==> config.mk <==
export PLATFORM = sky130hd
export DESIGN_NAME = touch_report_decoder_unit
export DESIGN_NICKNAME = d
export VERILOG_FILES = /design/src/design/trd_pkg.sv /design/src/design/trd_core.sv /design/src/design/trd_out_queue.sv /design/src/design/touch_report_decoder_unit.sv
export SDC_FILE = /design/constraint.sdc
export NUM_CORES = 1
export LEC_CHECK = 0
export ABC_CLOCK_PERIOD_IN_PS = 30500
export BUFFER_PORTS_ARGS = -buffer_cell sky130_fd_sc_hd__buf_2
export CELL_PAD_IN_SITES_DETAIL_PLACEMENT = 0
export CELL_PAD_IN_SITES_GLOBAL_PLACEMENT = 1
export CORE_AREA = 2 2 245 247
export DETAILED_ROUTE_END_ITERATION = 8
export DIE_AREA = 0 0 247 249
export HOLD_SLACK_MARGIN = 0.1
export PLACE_DENSITY = 0.72
export SLEW_MARGIN = 20
export SYNTH_ARGS = -nofsm -noshare
export SYNTH_HDL_FRONTEND = slang
export SYNTH_HIERARCHICAL = 1
export SYNTH_SLANG_ARGS = --single-unit
==> constraint.sdc <==
create_clock -name clk -period 30.5 [get_ports clk]
set_input_delay 3.05 -clock clk [delete_from_list [all_inputs] [get_ports clk]]
set_output_delay 3.05 -clock clk [all_outputs]
set_load 0.01 [all_outputs]
==> src/design/trd_pkg.sv <==
// Shared types, codes and a helper function of the touch report decoder.
package trd_pkg;

  localparam int IN_DATA_W  = 40;
  localparam int OUT_DATA_W = 80;
  localparam int MAX_POINTS_DEF = 10;

  localparam logic [6:0] MAX_LEN       = 7'd64;
  localparam logic [6:0] HEADER_BYTES  = 7'd4;
  localparam logic [6:0] GESTURE_BYTE  = 7'd6;
  localparam logic [2:0] RECORD_LAST   = 3'd5;
  localparam logic [7:0] ID_MAX_POINT  = 8'h0A;
  localparam logic [7:0] ID_GESTURE    = 8'hF6;
  localparam logic [7:0] DONE_FINISHED = 8'h82;
  localparam logic [7:0] DONE_MORE     = 8'h00;

  // Status bit positions.
  localparam int LO_POINT = 0;
  localparam int LO_GEST  = 1;
  localparam int LO_AUX   = 3;
  localparam int HI_BIOS  = 6;
  localparam int HI_CPU   = 5;
  localparam int HI_RUN   = 3;

  typedef enum logic [1:0] {
    OP_STATUS = 2'd0,
    OP_REPORT = 2'd1,
    OP_DONE   = 2'd2
  } trd_opcode_t;

  typedef enum logic [1:0] {
    KIND_ACTION  = 2'd0,
    KIND_POINT   = 2'd1,
    KIND_SUMMARY = 2'd2
  } trd_kind_t;

  typedef enum logic [2:0] {
    ACT_NONE           = 3'd0,
    ACT_CPU_START      = 3'd1,
    ACT_POINT_MODE     = 3'd2,
    ACT_CLEAR          = 3'd3,
    ACT_READ_REPORT    = 3'd4,
    ACT_READ_REMAINDER = 3'd5
  } trd_action_t;

  typedef enum logic [1:0] {
    PEN_NONE = 2'd0,
    PEN_DOWN = 2'd1,
    PEN_UP   = 2'd2
  } trd_pen_t;

  typedef struct packed {
    trd_kind_t   kind;
    trd_action_t action;
    logic [7:0]  point_id;
    logic [11:0] point_x;
    logic [11:0] point_y;
    logic [7:0]  point_weight;
    logic [3:0]  touch_count;
    logic [2:0]  gesture_code;
    trd_pen_t    pen_event;
    logic [11:0] event_x;
    logic [11:0] event_y;
    logic        last;
  } trd_result_t;

  // Up to two results leave the decoder for one item, res0 first.
  typedef struct packed {
    logic [1:0]  cnt;
    trd_result_t res0;
    trd_result_t res1;
  } trd_push_t;

  // Number of six-byte records after the header; len is already clamped to 64.
  // (len - 4) * 43 / 256 equals (len - 4) / 6 for every value up to 60.
  function automatic logic [3:0] packet_count(input logic [6:0] len);
    logic [11:0] prod;
    prod = 12'(len - HEADER_BYTES) * 12'd43;
    packet_count = (len >= HEADER_BYTES) ? prod[11:8] : 4'd0;
  endfunction

endpackage

==> src/design/trd_core.sv <==
// Input register, packet state and per-item decode of the touch report decoder.
module trd_core #(
  parameter int MAX_POINTS = trd_pkg::MAX_POINTS_DEF
) (
  input  logic                           clk,
  input  logic                           rst_n,
  input  logic                           in_tvalid,
  output logic                           in_tready,
  input  logic [trd_pkg::IN_DATA_W-1:0]  in_tdata,
  input  logic [1:0]                     in_tuser,
  input  logic                           room,
  output trd_pkg::trd_push_t             push
);
  import trd_pkg::*;

  logic        s1_valid_r;
  logic [1:0]  s1_op_r;
  logic [7:0]  s1_lo_r, s1_hi_r, s1_byte_r;
  logic [15:0] s1_len_r;
  logic        fire;

  logic        pkt_active_r, pkt_active_nxt;
  logic [6:0]  byte_idx_r, byte_idx_nxt;
  logic [6:0]  pkt_len_r, pkt_len_nxt;
  logic [3:0]  pkt_cnt_r, pkt_cnt_nxt;
  logic        flag_pt_r, flag_pt_nxt;
  logic        flag_ge_r, flag_ge_nxt;
  logic [7:0]  rec_bytes_r [5];
  logic [7:0]  rec_bytes_nxt [5];
  logic [2:0]  off_r, off_nxt;
  logic [3:0]  rec_r, rec_nxt;
  logic [7:0]  first_id_r, first_id_nxt;
  logic [11:0] first_x_r, first_x_nxt;
  logic [11:0] first_y_r, first_y_nxt;
  logic [7:0]  first_w_r, first_w_nxt;
  logic [2:0]  gest_r, gest_nxt;
  logic        pen_down_r, pen_down_nxt;

  trd_action_t act;
  logic        is_point;
  logic [6:0]  len_clamped;
  logic [11:0] pt_x, pt_y;
  logic [3:0]  cnt_capped;

  assign fire      = s1_valid_r && room;
  assign in_tready = !s1_valid_r || room;

  assign is_point    = (first_id_r <= ID_MAX_POINT) && flag_pt_r;
  assign len_clamped = (s1_len_r > 16'(MAX_LEN)) ? MAX_LEN : s1_len_r[6:0];
  assign pt_x        = {rec_bytes_r[3][7:4], rec_bytes_r[1]};
  assign pt_y        = {rec_bytes_r[3][3:0], rec_bytes_r[2]};
  assign cnt_capped  = (pkt_cnt_r > 4'(MAX_POINTS)) ? 4'(MAX_POINTS) : pkt_cnt_r;

  // Command action from a status word, highest priority first, or from a packet-done byte.
  always_comb begin
    act = ACT_NONE;
    if (s1_op_r == OP_DONE) begin
      if (s1_lo_r == DONE_FINISHED) begin
        act = ACT_CLEAR;
      end else if (s1_lo_r == DONE_MORE) begin
        act = ACT_READ_REMAINDER;
      end
    end else begin
      priority if (s1_hi_r[HI_BIOS]) begin
        act = ACT_CPU_START;
      end else if (s1_hi_r[HI_CPU]) begin
        act = ACT_POINT_MODE;
      end else if (s1_hi_r[HI_RUN] && s1_len_r == 16'd0) begin
        act = ACT_CLEAR;
      end else if (s1_lo_r[LO_POINT] || s1_lo_r[LO_GEST]) begin
        act = ACT_READ_REPORT;
      end else if (s1_hi_r[HI_RUN] && s1_lo_r[LO_AUX]) begin
        act = ACT_CLEAR;
      end
    end
  end

  always_comb begin
    pkt_active_nxt = pkt_active_r;
    byte_idx_nxt   = byte_idx_r;
    pkt_len_nxt    = pkt_len_r;
    pkt_cnt_nxt    = pkt_cnt_r;
    flag_pt_nxt    = flag_pt_r;
    flag_ge_nxt    = flag_ge_r;
    rec_bytes_nxt  = rec_bytes_r;
    off_nxt        = off_r;
    rec_nxt        = rec_r;
    first_id_nxt   = first_id_r;
    first_x_nxt    = first_x_r;
    first_y_nxt    = first_y_r;
    first_w_nxt    = first_w_r;
    gest_nxt       = gest_r;
    pen_down_nxt   = pen_down_r;
    push           = '0;

    if (fire) begin
      unique case (s1_op_r)
        OP_STATUS: begin
          pkt_active_nxt = 1'b0;
          if (act == ACT_READ_REPORT) begin
            pkt_active_nxt = 1'b1;
            byte_idx_nxt   = '0;
            pkt_len_nxt    = len_clamped;
            pkt_cnt_nxt    = packet_count(len_clamped);
            flag_pt_nxt    = s1_lo_r[LO_POINT];
            flag_ge_nxt    = s1_lo_r[LO_GEST];
            off_nxt        = '0;
            rec_nxt        = '0;
            first_id_nxt   = '0;
            first_x_nxt    = '0;
            first_y_nxt    = '0;
            first_w_nxt    = '0;
            gest_nxt       = '0;
          end
          push.cnt         = 2'd1;
          push.res0.kind   = KIND_ACTION;
          push.res0.action = act;
          push.res0.last   = 1'b1;
        end
        OP_REPORT: begin
          if (pkt_active_r && byte_idx_r < pkt_len_r) begin
            byte_idx_nxt = byte_idx_r + 7'd1;
            if (byte_idx_r == HEADER_BYTES) begin
              first_id_nxt = s1_byte_r;
            end
            if (byte_idx_r == GESTURE_BYTE) begin
              gest_nxt = s1_byte_r[2:0];
            end
            if (byte_idx_r >= HEADER_BYTES) begin
              for (int i = 0; i < 5; i++) begin
                if (off_r == 3'(i)) begin
                  rec_bytes_nxt[i] = s1_byte_r;
                end
              end
              if (off_r == RECORD_LAST) begin
                off_nxt = '0;
                rec_nxt = rec_r + 4'd1;
                if (is_point && rec_r < pkt_cnt_r) begin
                  if (rec_r == 4'd0) begin
                    first_x_nxt = pt_x;
                    first_y_nxt = pt_y;
                    first_w_nxt = rec_bytes_r[4];
                  end
                  if (rec_r < 4'(MAX_POINTS)) begin
                    push.cnt               = 2'd1;
                    push.res0.kind         = KIND_POINT;
                    push.res0.point_id     = rec_bytes_r[0];
                    push.res0.point_x      = pt_x;
                    push.res0.point_y      = pt_y;
                    push.res0.point_weight = rec_bytes_r[4];
                    push.res0.last         = 1'b1;
                  end
                end
              end else begin
                off_nxt = off_r + 3'd1;
              end
            end
          end
        end
        OP_DONE: begin
          if (pkt_active_r) begin
            pkt_active_nxt = 1'b0;
            push.cnt       = 2'd2;
            push.res0.kind = KIND_SUMMARY;
            if (is_point) begin
              push.res0.touch_count = cnt_capped;
              if (first_w_r != 8'd0 && !pen_down_r) begin
                pen_down_nxt        = 1'b1;
                push.res0.pen_event = PEN_DOWN;
                push.res0.event_x   = first_x_r;
                push.res0.event_y   = first_y_r;
              end else if (first_w_r == 8'd0 && pen_down_r) begin
                pen_down_nxt        = 1'b0;
                push.res0.pen_event = PEN_UP;
                push.res0.event_x   = first_x_r;
                push.res0.event_y   = first_y_r;
              end
            end else if (first_id_r == ID_GESTURE && flag_ge_r) begin
              pen_down_nxt           = 1'b0;
              push.res0.gesture_code = gest_r;
            end
            push.res1.kind   = KIND_ACTION;
            push.res1.action = act;
            push.res1.last   = 1'b1;
          end else begin
            push.cnt         = 2'd1;
            push.res0.kind   = KIND_ACTION;
            push.res0.action = act;
            push.res0.last   = 1'b1;
          end
        end
        default: begin
        end
      endcase
    end
  end

  always_ff @(posedge clk) begin
    if (!rst_n) begin
      s1_valid_r   <= 1'b0;
      pkt_active_r <= 1'b0;
      byte_idx_r   <= '0;
      pkt_len_r    <= '0;
      pkt_cnt_r    <= '0;
      flag_pt_r    <= 1'b0;
      flag_ge_r    <= 1'b0;
      off_r        <= '0;
      rec_r        <= '0;
      first_id_r   <= '0;
      first_x_r    <= '0;
      first_y_r    <= '0;
      first_w_r    <= '0;
      gest_r       <= '0;
      pen_down_r   <= 1'b0;
    end else begin
      if (in_tvalid && in_tready) begin
        s1_valid_r <= 1'b1;
      end else if (fire) begin
        s1_valid_r <= 1'b0;
      end
      pkt_active_r <= pkt_active_nxt;
      byte_idx_r   <= byte_idx_nxt;
      pkt_len_r    <= pkt_len_nxt;
      pkt_cnt_r    <= pkt_cnt_nxt;
      flag_pt_r    <= flag_pt_nxt;
      flag_ge_r    <= flag_ge_nxt;
      off_r        <= off_nxt;
      rec_r        <= rec_nxt;
      first_id_r   <= first_id_nxt;
      first_x_r    <= first_x_nxt;
      first_y_r    <= first_y_nxt;
      first_w_r    <= first_w_nxt;
      gest_r       <= gest_nxt;
      pen_down_r   <= pen_down_nxt;
    end
  end

  // Item payload and record bytes need no reset.
  always_ff @(posedge clk) begin
    if (in_tvalid && in_tready) begin
      s1_op_r   <= in_tuser;
      s1_lo_r   <= in_tdata[7:0];
      s1_hi_r   <= in_tdata[15:8];
      s1_len_r  <= in_tdata[31:16];
      s1_byte_r <= in_tdata[39:32];
    end
    rec_bytes_r <= rec_bytes_nxt;
  end

  a_idx_in_len: assert property (@(posedge clk) disable iff (!rst_n)
    byte_idx_r <= pkt_len_r)
    else $error("byte index ran past the packet length");

  a_read_opens: assert property (@(posedge clk) disable iff (!rst_n)
    (fire && s1_op_r == OP_STATUS && act == ACT_READ_REPORT) |=> pkt_active_r)
    else $error("read report action did not open a packet");

  a_pair_order: assert property (@(posedge clk) disable iff (!rst_n)
    (push.cnt == 2'd2) |-> (push.res0.kind == KIND_SUMMARY && !push.res0.last
                            && push.res1.kind == KIND_ACTION && push.res1.last))
    else $error("two-result item not summary then action");

  a_stall_held: assert property (@(posedge clk) disable iff (!rst_n)
    !in_tready |-> s1_valid_r)
    else $error("input stalled with an empty input register");

endmodule

==> src/design/trd_out_queue.sv <==
// Three-entry result queue that parts the decoder from the output channel.
module trd_out_queue (
  input  logic                   clk,
  input  logic                   rst_n,
  input  trd_pkg::trd_push_t     push,
  output logic                   room,
  output logic                   out_tvalid,
  input  logic                   out_tready,
  output trd_pkg::trd_result_t   head
);
  import trd_pkg::*;

  logic [1:0]  cnt_r, cnt_nxt, base;
  logic        pop;
  trd_result_t q_r [3];
  trd_result_t q_nxt [3];

  assign out_tvalid = (cnt_r != 2'd0);
  assign head       = q_r[0];
  assign pop        = out_tvalid && out_tready;
  assign base       = cnt_r - {1'b0, pop};
  // Room for the worst case of two results after this cycle's pop.
  assign room       = (base <= 2'd1);
  assign cnt_nxt    = base + push.cnt;

  always_comb begin
    q_nxt[0] = pop ? q_r[1] : q_r[0];
    q_nxt[1] = pop ? q_r[2] : q_r[1];
    q_nxt[2] = q_r[2];
    for (int i = 0; i < 3; i++) begin
      if (push.cnt != 2'd0 && base == 2'(i)) begin
        q_nxt[i] = push.res0;
      end
      if (push.cnt == 2'd2 && (base + 2'd1) == 2'(i)) begin
        q_nxt[i] = push.res1;
      end
    end
  end

  always_ff @(posedge clk) begin
    if (!rst_n) begin
      cnt_r <= '0;
    end else begin
      cnt_r <= cnt_nxt;
    end
  end

  always_ff @(posedge clk) begin
    q_r <= q_nxt;
  end

  a_push_room: assert property (@(posedge clk) disable iff (!rst_n)
    (push.cnt != 2'd0) |-> room)
    else $error("result pushed without room");

  a_pair_count: assert property (@(posedge clk) disable iff (!rst_n)
    (cnt_r == 2'd0 && push.cnt == 2'd2) |=> (cnt_r == 2'd2))
    else $error("result pair not both queued");

  a_summary_not_last: assert property (@(posedge clk) disable iff (!rst_n)
    (out_tvalid && head.kind == KIND_SUMMARY) |-> !head.last)
    else $error("summary result flagged as last");

endmodule

==> src/design/touch_report_decoder_unit.sv <==
// Top level of the touch report decoder: ports, decoder and result queue.
//
// Decodes touch controller status words, report packet bytes and packet-done
// bytes, selected by in_tuser. One item is accepted per cycle while the result
// queue has room. Each accepted item is held in the input register, and its
// results are written into a three-entry result queue whose head drives the
// output. A packet-done byte that closes an open packet gives two results (a
// packet summary, then the action), which leave as separate output transfers.
// The queue keeps accepting items as long as it can hold two more results
// after the current output transfer. Report bytes and items that give no
// result still pass through the input register and wait there while the queue has no room.
module touch_report_decoder_unit #(
  parameter int MAX_POINTS = trd_pkg::MAX_POINTS_DEF
) (
  input  logic                           clk,
  input  logic                           rst_n,
  input  logic                           in_tvalid,
  output logic                           in_tready,
  // low_status[7:0], high_status[15:8], report_length[31:16], report_byte[39:32]
  input  logic [trd_pkg::IN_DATA_W-1:0]  in_tdata,
  // opcode[1:0]
  input  logic [1:0]                     in_tuser,
  output logic                           out_tvalid,
  input  logic                           out_tready,
  // action[2:0], point_id[10:3], point_x[22:11], point_y[34:23],
  // point_weight[42:35], touch_count[46:43], gesture_code[49:47],
  // pen_event[51:50], event_x[63:52], event_y[75:64], zero[79:76]
  output logic [trd_pkg::OUT_DATA_W-1:0] out_tdata,
  // result_kind[1:0]
  output logic [1:0]                     out_tuser,
  output logic                           out_tlast
);
  import trd_pkg::*;

  trd_push_t   push;
  trd_result_t head;
  logic        room;

  trd_core #(
    .MAX_POINTS(MAX_POINTS)
  ) u_core (
    .clk      (clk),
    .rst_n    (rst_n),
    .in_tvalid(in_tvalid),
    .in_tready(in_tready),
    .in_tdata (in_tdata),
    .in_tuser (in_tuser),
    .room     (room),
    .push     (push)
  );

  trd_out_queue u_queue (
    .clk       (clk),
    .rst_n     (rst_n),
    .push      (push),
    .room      (room),
    .out_tvalid(out_tvalid),
    .out_tready(out_tready),
    .head      (head)
  );

  assign out_tdata = {4'd0, head.event_y, head.event_x, head.pen_event, head.gesture_code,
                      head.touch_count, head.point_weight, head.point_y, head.point_x,
                      head.point_id, head.action};
  assign out_tuser = head.kind;
  assign out_tlast = head.last;

endmodule

Word-level counts from Yosys, hierarchy flattened
Index checks and enable logic that the tools add are counted.
{"block": "op_classes", "n_addsub": 7, "n_mul": 1, "order_cmp": 9, "n_eq_ne": 26, "muxes": 102, "n_reduce_logical": 55}
{"op": "$mux 79", "count": 8}
{"op": "$mux 40", "count": 6}
{"op": "$mux 12", "count": 11}
{"op": "$mux 86", "count": 1}
{"op": "$mux 26", "count": 3}
{"op": "$mux 33", "count": 2}
{"op": "$mux 8", "count": 8}
{"op": "$mux 3", "count": 18}
{"op": "$mux 4", "count": 12}
{"op": "$pmux 12 s2", "count": 2}
{"op": "$reduce_and 5->1", "count": 9}
{"op": "$pmux 8 s2", "count": 2}
{"op": "$mux 7", "count": 3}
{"op": "$pmux 3 s2", "count": 3}
{"op": "$reduce_bool 2->1", "count": 9}
{"op": "$logic_and 1x1->1", "count": 17}
{"op": "$eq 8x8->1 const B", "count": 2}
{"op": "$gt 16x7->1 const B", "count": 1}
{"op": "$logic_not 16->1", "count": 1}
{"op": "$logic_not 8->1", "count": 2}
{"op": "$mux 1", "count": 16}
{"op": "$ne 2x1->1 const B", "count": 8}
{"op": "$eq 7x3->1 const B", "count": 2}
{"op": "$ge 7x3->1 const B", "count": 2}
{"op": "39 further kinds", "count": 52}
{"block": "totals", "reg_bits": 393, "wordCells": 262}

Logic depth before layout (Yosys ltp)
{"block": "logic_depth", "word_depth": 14, "depth_mapped": 19, "ltp_nobuf": 17}

Cells and area by module
The synthesis kept the hierarchy.
{"module": "trd_out_queue", "n_inst": 1, "cells_per_inst": 1221, "area_per_inst_um2": 13530.5}
{"module": "trd_core", "n_inst": 1, "cells_per_inst": 798, "area_per_inst_um2": 8054.0}
{"module": "touch_report_decoder_unit", "n_inst": 1, "cells_per_inst": 5, "area_per_inst_um2": 33.8}

Worst setup path after synthesis
No wires, ideal clock.
{"block": "synth_timing", "kind": "input -> register", "start": "input out_tready", "end": "register u_queue.q_r, in the netlist u_queue/head[0], enable pin", "arrival_ns": 14.225, "required_ns": 29.713, "slack_ns": 15.488, "path_stages": 15, "path_cell_list": "nand2_1 > inv_1 > ha_1 > xor2_1 > buf_4 > inv_2 > buf_4 > buf_2 > nand3_1 > nor2_1 > buf_4 > nor2_2 > buf_2 > clkbuf_1 > o311ai_0"}
{"element": "start: declaration", "line": "touch_report_decoder_unit.sv:24", "rtl": "input logic out_tready,"}
{"element": "end signal: assignment", "line": "trd_out_queue.sv:49", "rtl": "q_r <= q_nxt;"}
{"element": "end: declaration", "line": "trd_out_queue.sv:15", "rtl": "trd_result_t q_r [3];"}

Worst setup path in the final report
{"block": "layout_timing", "start": "input out_tready", "end": "output in_tready"}
{"block": "layout_via", "elab_chain_cells": 4}
{"element": "$logic_and 1x1->1", "line": "trd_out_queue.sv:20", "rtl": "assign pop = out_tvalid && out_tready;"}
{"element": "$sub 2x1->2", "line": "trd_out_queue.sv:21", "rtl": "assign base = cnt_r - {1'b0, pop};"}
{"element": "$le 2x1->1", "line": "trd_out_queue.sv:23", "rtl": "assign room = (base <= 2'd1);"}
{"element": "via room", "line": "touch_report_decoder_unit.sv:37", "rtl": "logic room;"}
{"element": "$logic_or 1x1->1", "line": "trd_core.sv:46", "rtl": "assign in_tready = !s1_valid_r || room;"}
{"element": "end: declaration", "line": "touch_report_decoder_unit.sv:18", "rtl": "output logic in_tready,"}
The timed path passes the listed nets, and every way through them passes these cells.

==> flow_summary.yaml <==
logic_synthesis:
  synthDominantCellAreaShare: 0.436
  synth_cell_type_count: 70
  netlist_instances: 2024
  syn_area_per_cell_um2: 10.7
  synthFlopType: "edfxtp_1"
  ys_ff_latch: 389
  synth_area_mm2: 0.0216
  synth.most_common_cell: "edfxtp_1"
  yosysTopAreaCell: "edfxtp_1"
  ys_warn_count: 6
  ys_top_cells_by_area: "edfxtp_1, dfxtp_1, buf_4, o31ai_1, nand4_1"
  synth_commonest_cells: "edfxtp_1, buf_4, nor3_1"
  synthArstFlopShare: 0
  synth_edf_count: 314
  ys_seq_area_frac: 0.506
timing:
  fin_setup_tns_ns: 0
  slew-limit-headroom: 0.195
  slew_violations: 0
  rsz0062_at_grt: "no"
  finalHoldViolCount: 0
  layout_min_cycle_time_ns: 7.73
  layout_worst_path_cycle_share: 0.253
  whs_ns: 0.456
  setup_violations: 0
  postLayoutSetupSlackWorst_ns: 22.77
  skew_ns: 0.0341
  tightest_slew_ns: 1.21
  fmax_mhz: 129
detailed_routing:
  wl_um: 58500
  vias: 16076
  wire_per_inst_um: 21.3
  drt_first_iter_violations: 1720
  drtAntennaViolNets: 0
  route.detailed.drc: 0
  via_per_inst: 5.84
  drt-pass1-iter-count: 6
global_route:
  antenna_found_initial: 0
  grt_use_met1: 0.255
  grt.busiest_layer: "met2"
  grt_use_total: 0.185
  grt_pass1_vias: 15375
  grtUsageMet2: 0.297
  grt_first_pass_wirelength_um: 90500
  met3_usage: 0.0285
  grt_max_degree: 95
  gr-total-overflow: 0
place:
  place_ws_ns: 22.42
  gp_congestion: 0.784
  io_buffers: 121
  placed_area_mm2: 0.0217
  hpwl_um: 34100
clock_tree:
  cts_resized: 0
  postCtsSetupRepairBufs: 0
  clk_latency_ns: 0.60
  path_clk_slew_ns: 0.06
  cts_tree: "yes"
  h-tree-depth: 2
  hold_buffers: 0
  cts-root-buf: "clkbuf_16"
  numCtsBuffers: 45
  clock_path_buffers: 3
  cts_sinks: 389
worst_setup_path:
  critPathLaunchType: "input port"
  r2r-start: "u_queue/cnt_r[1]"
  worstRegToRegCells: 14
  timing.rr.end: "u_queue/head[66]"
  startpoint: "out_tready"
  reg2reg_slack_ns: 24.79
  cp_max_fo: 60
  worstSetupPathType: "in2out"
  worstPathCellList: "buf_2, nand2_1, inv_1, ha_4, xor2_4, inv_6, nand2b_1, buf_2"
  cp_slowest_cell: "inv_6"
  required_ns: 27.45
  endpoint_kind: "output port"
  endpoint: "in_tready"
  cp_slowest_stage_delay_ns: 0.37
  path_common_cell: "buf_2"
  cp.arrival_ns: 4.68
floorplan:
  start_util: 0.368
  core_mm2: 0.0587
  fp.dieH_um: 249
  dieArea_mm2: 0.0615
  io_pins: 131
  fp-row-count: 89
  die_w_um: 247
layout:
  drive_gt1_frac: 0.165
  nFillCells: 5619
  area_growth_pct: 8.00
  final_area_mm2: 0.0233
  nets: 2040
  num_antenna_cells: 0
power:
  leakage_nw: 7.77
  vdd_drop_max_v: 0.0000747
  power.total_w: 0.00193
  p_per_area_mw_per_mm2: 82.6
run:
  drv_cap: 0
min_path:
  worst_hold_path.num_cells: 2
  hp-class: "reg2reg"
status:
  status: "finished, final reports clean"
[worst min-delay path by stage]
stage / from / end / slack (ns)
floorplan: u_core/first_x_r[0] / u_core/first_x_r[0] / 0.43
CTS: u_core/first_x_r[9] / u_core/first_x_r[9] / 0.46
finish: u_core/first_x_r[9] / u_core/first_x_r[9] / 0.46
global route: u_core/pkt_len_r[5] / u_core/pkt_len_r[5] / 0.47
detailed placement: u_core/first_x_r[9] / u_core/first_x_r[9] / 0.45
global placement: u_core/first_x_r[1] / u_core/first_x_r[1] / 0.44
[flip-flops by register name, indices dropped and copies added (netlist names), 12 cells and up]
name / flops
u_queue/q_r: 158
u_queue/head: 79
u_core/rec_bytes_r: 16
u_core/s1_len_r: 16
u_core/first_x_r: 12
u_core/first_y_r: 12
u_core/pt_x: 12
u_core/pt_y: 12
[through the flow]
| stage | util | std cells |
|---|---|---|
| after global routing | 0.398 | 2752 |
| after CTS | 0.398 | 2752 |
| after detailed placement | 0.371 | 2668 |
| after floorplan | - | 2101 |
| after global placement | 0.371 | 2668 |
| final | 0.398 | 2752 |
[where the power goes]
group	internal [W]	switching, W
Combinational	0.000108	0.000505
Sequential	0.000709	0.0000297
Clock	0.000351	0.000226
[final cells by class]
cell class	instances	area, µm²	area share
Timing Repair Buffer	153	846	0.0362
Clock buffer	67	1390	0.0594
Clock inverter	17	215	0.00922
Multi-Input combinational cell	1296	8780	0.376
Tap cell	773	967	0.0414
Sequential cell	389	10900	0.468
Inverter	57	221	0.00949
[routing by layer]
| layer | up-vias | part of all wire |
|---|---|---|
| li1 | 7394 | - |
| met1 | 7921 | 0.44 |
| met2 | 670 | 0.47 |
| met3 | 91 | 0.064 |
| met4 | 0 | 0.028 |
| met5 | - | 0 |
[cell usage in the layout, fill, tap and decap left out, drive strengths merged, types with 24 or more instances in the layout]
cell,Yosys,layout
clkbuf,118,67
nand3,54,54
nand4,165,165
nor2,28,28
mux2,81,81
a21oi,30,30
a31oi,160,160
buf,241,153
conb,2,79
nand2,77,77
mux2i,37,37
dfxtp,75,75
and2,74,74
o21ai,24,24
ha,41,41
inv,57,59
o31ai,160,160
edfxtp,314,314
nor3,167,167
[critical path: cells and delay by family]
kind | cells | cell delay (ns)
buffers and inverters | 4 | 0.75
xor gates and xnor gates | 1 | 0.19
adders and majority gates | 1 | 0.19
and+or+nand+nor | 2 | 0.49
[logic make-up after synthesis]
| logic type | share of synthesized area |
|---|---|
| mux | 0.0593 |
| flops | 0.506 |
| compound gates | 0.129 |
| buf+inv | 0.106 |
| other cells | 0.000347 |
| fa+ha+maj | 0.0339 |
| xor+xnor | 0.00509 |
| simple gates | 0.161 |
No activity file was read; power rests on OpenSTA's default activity.
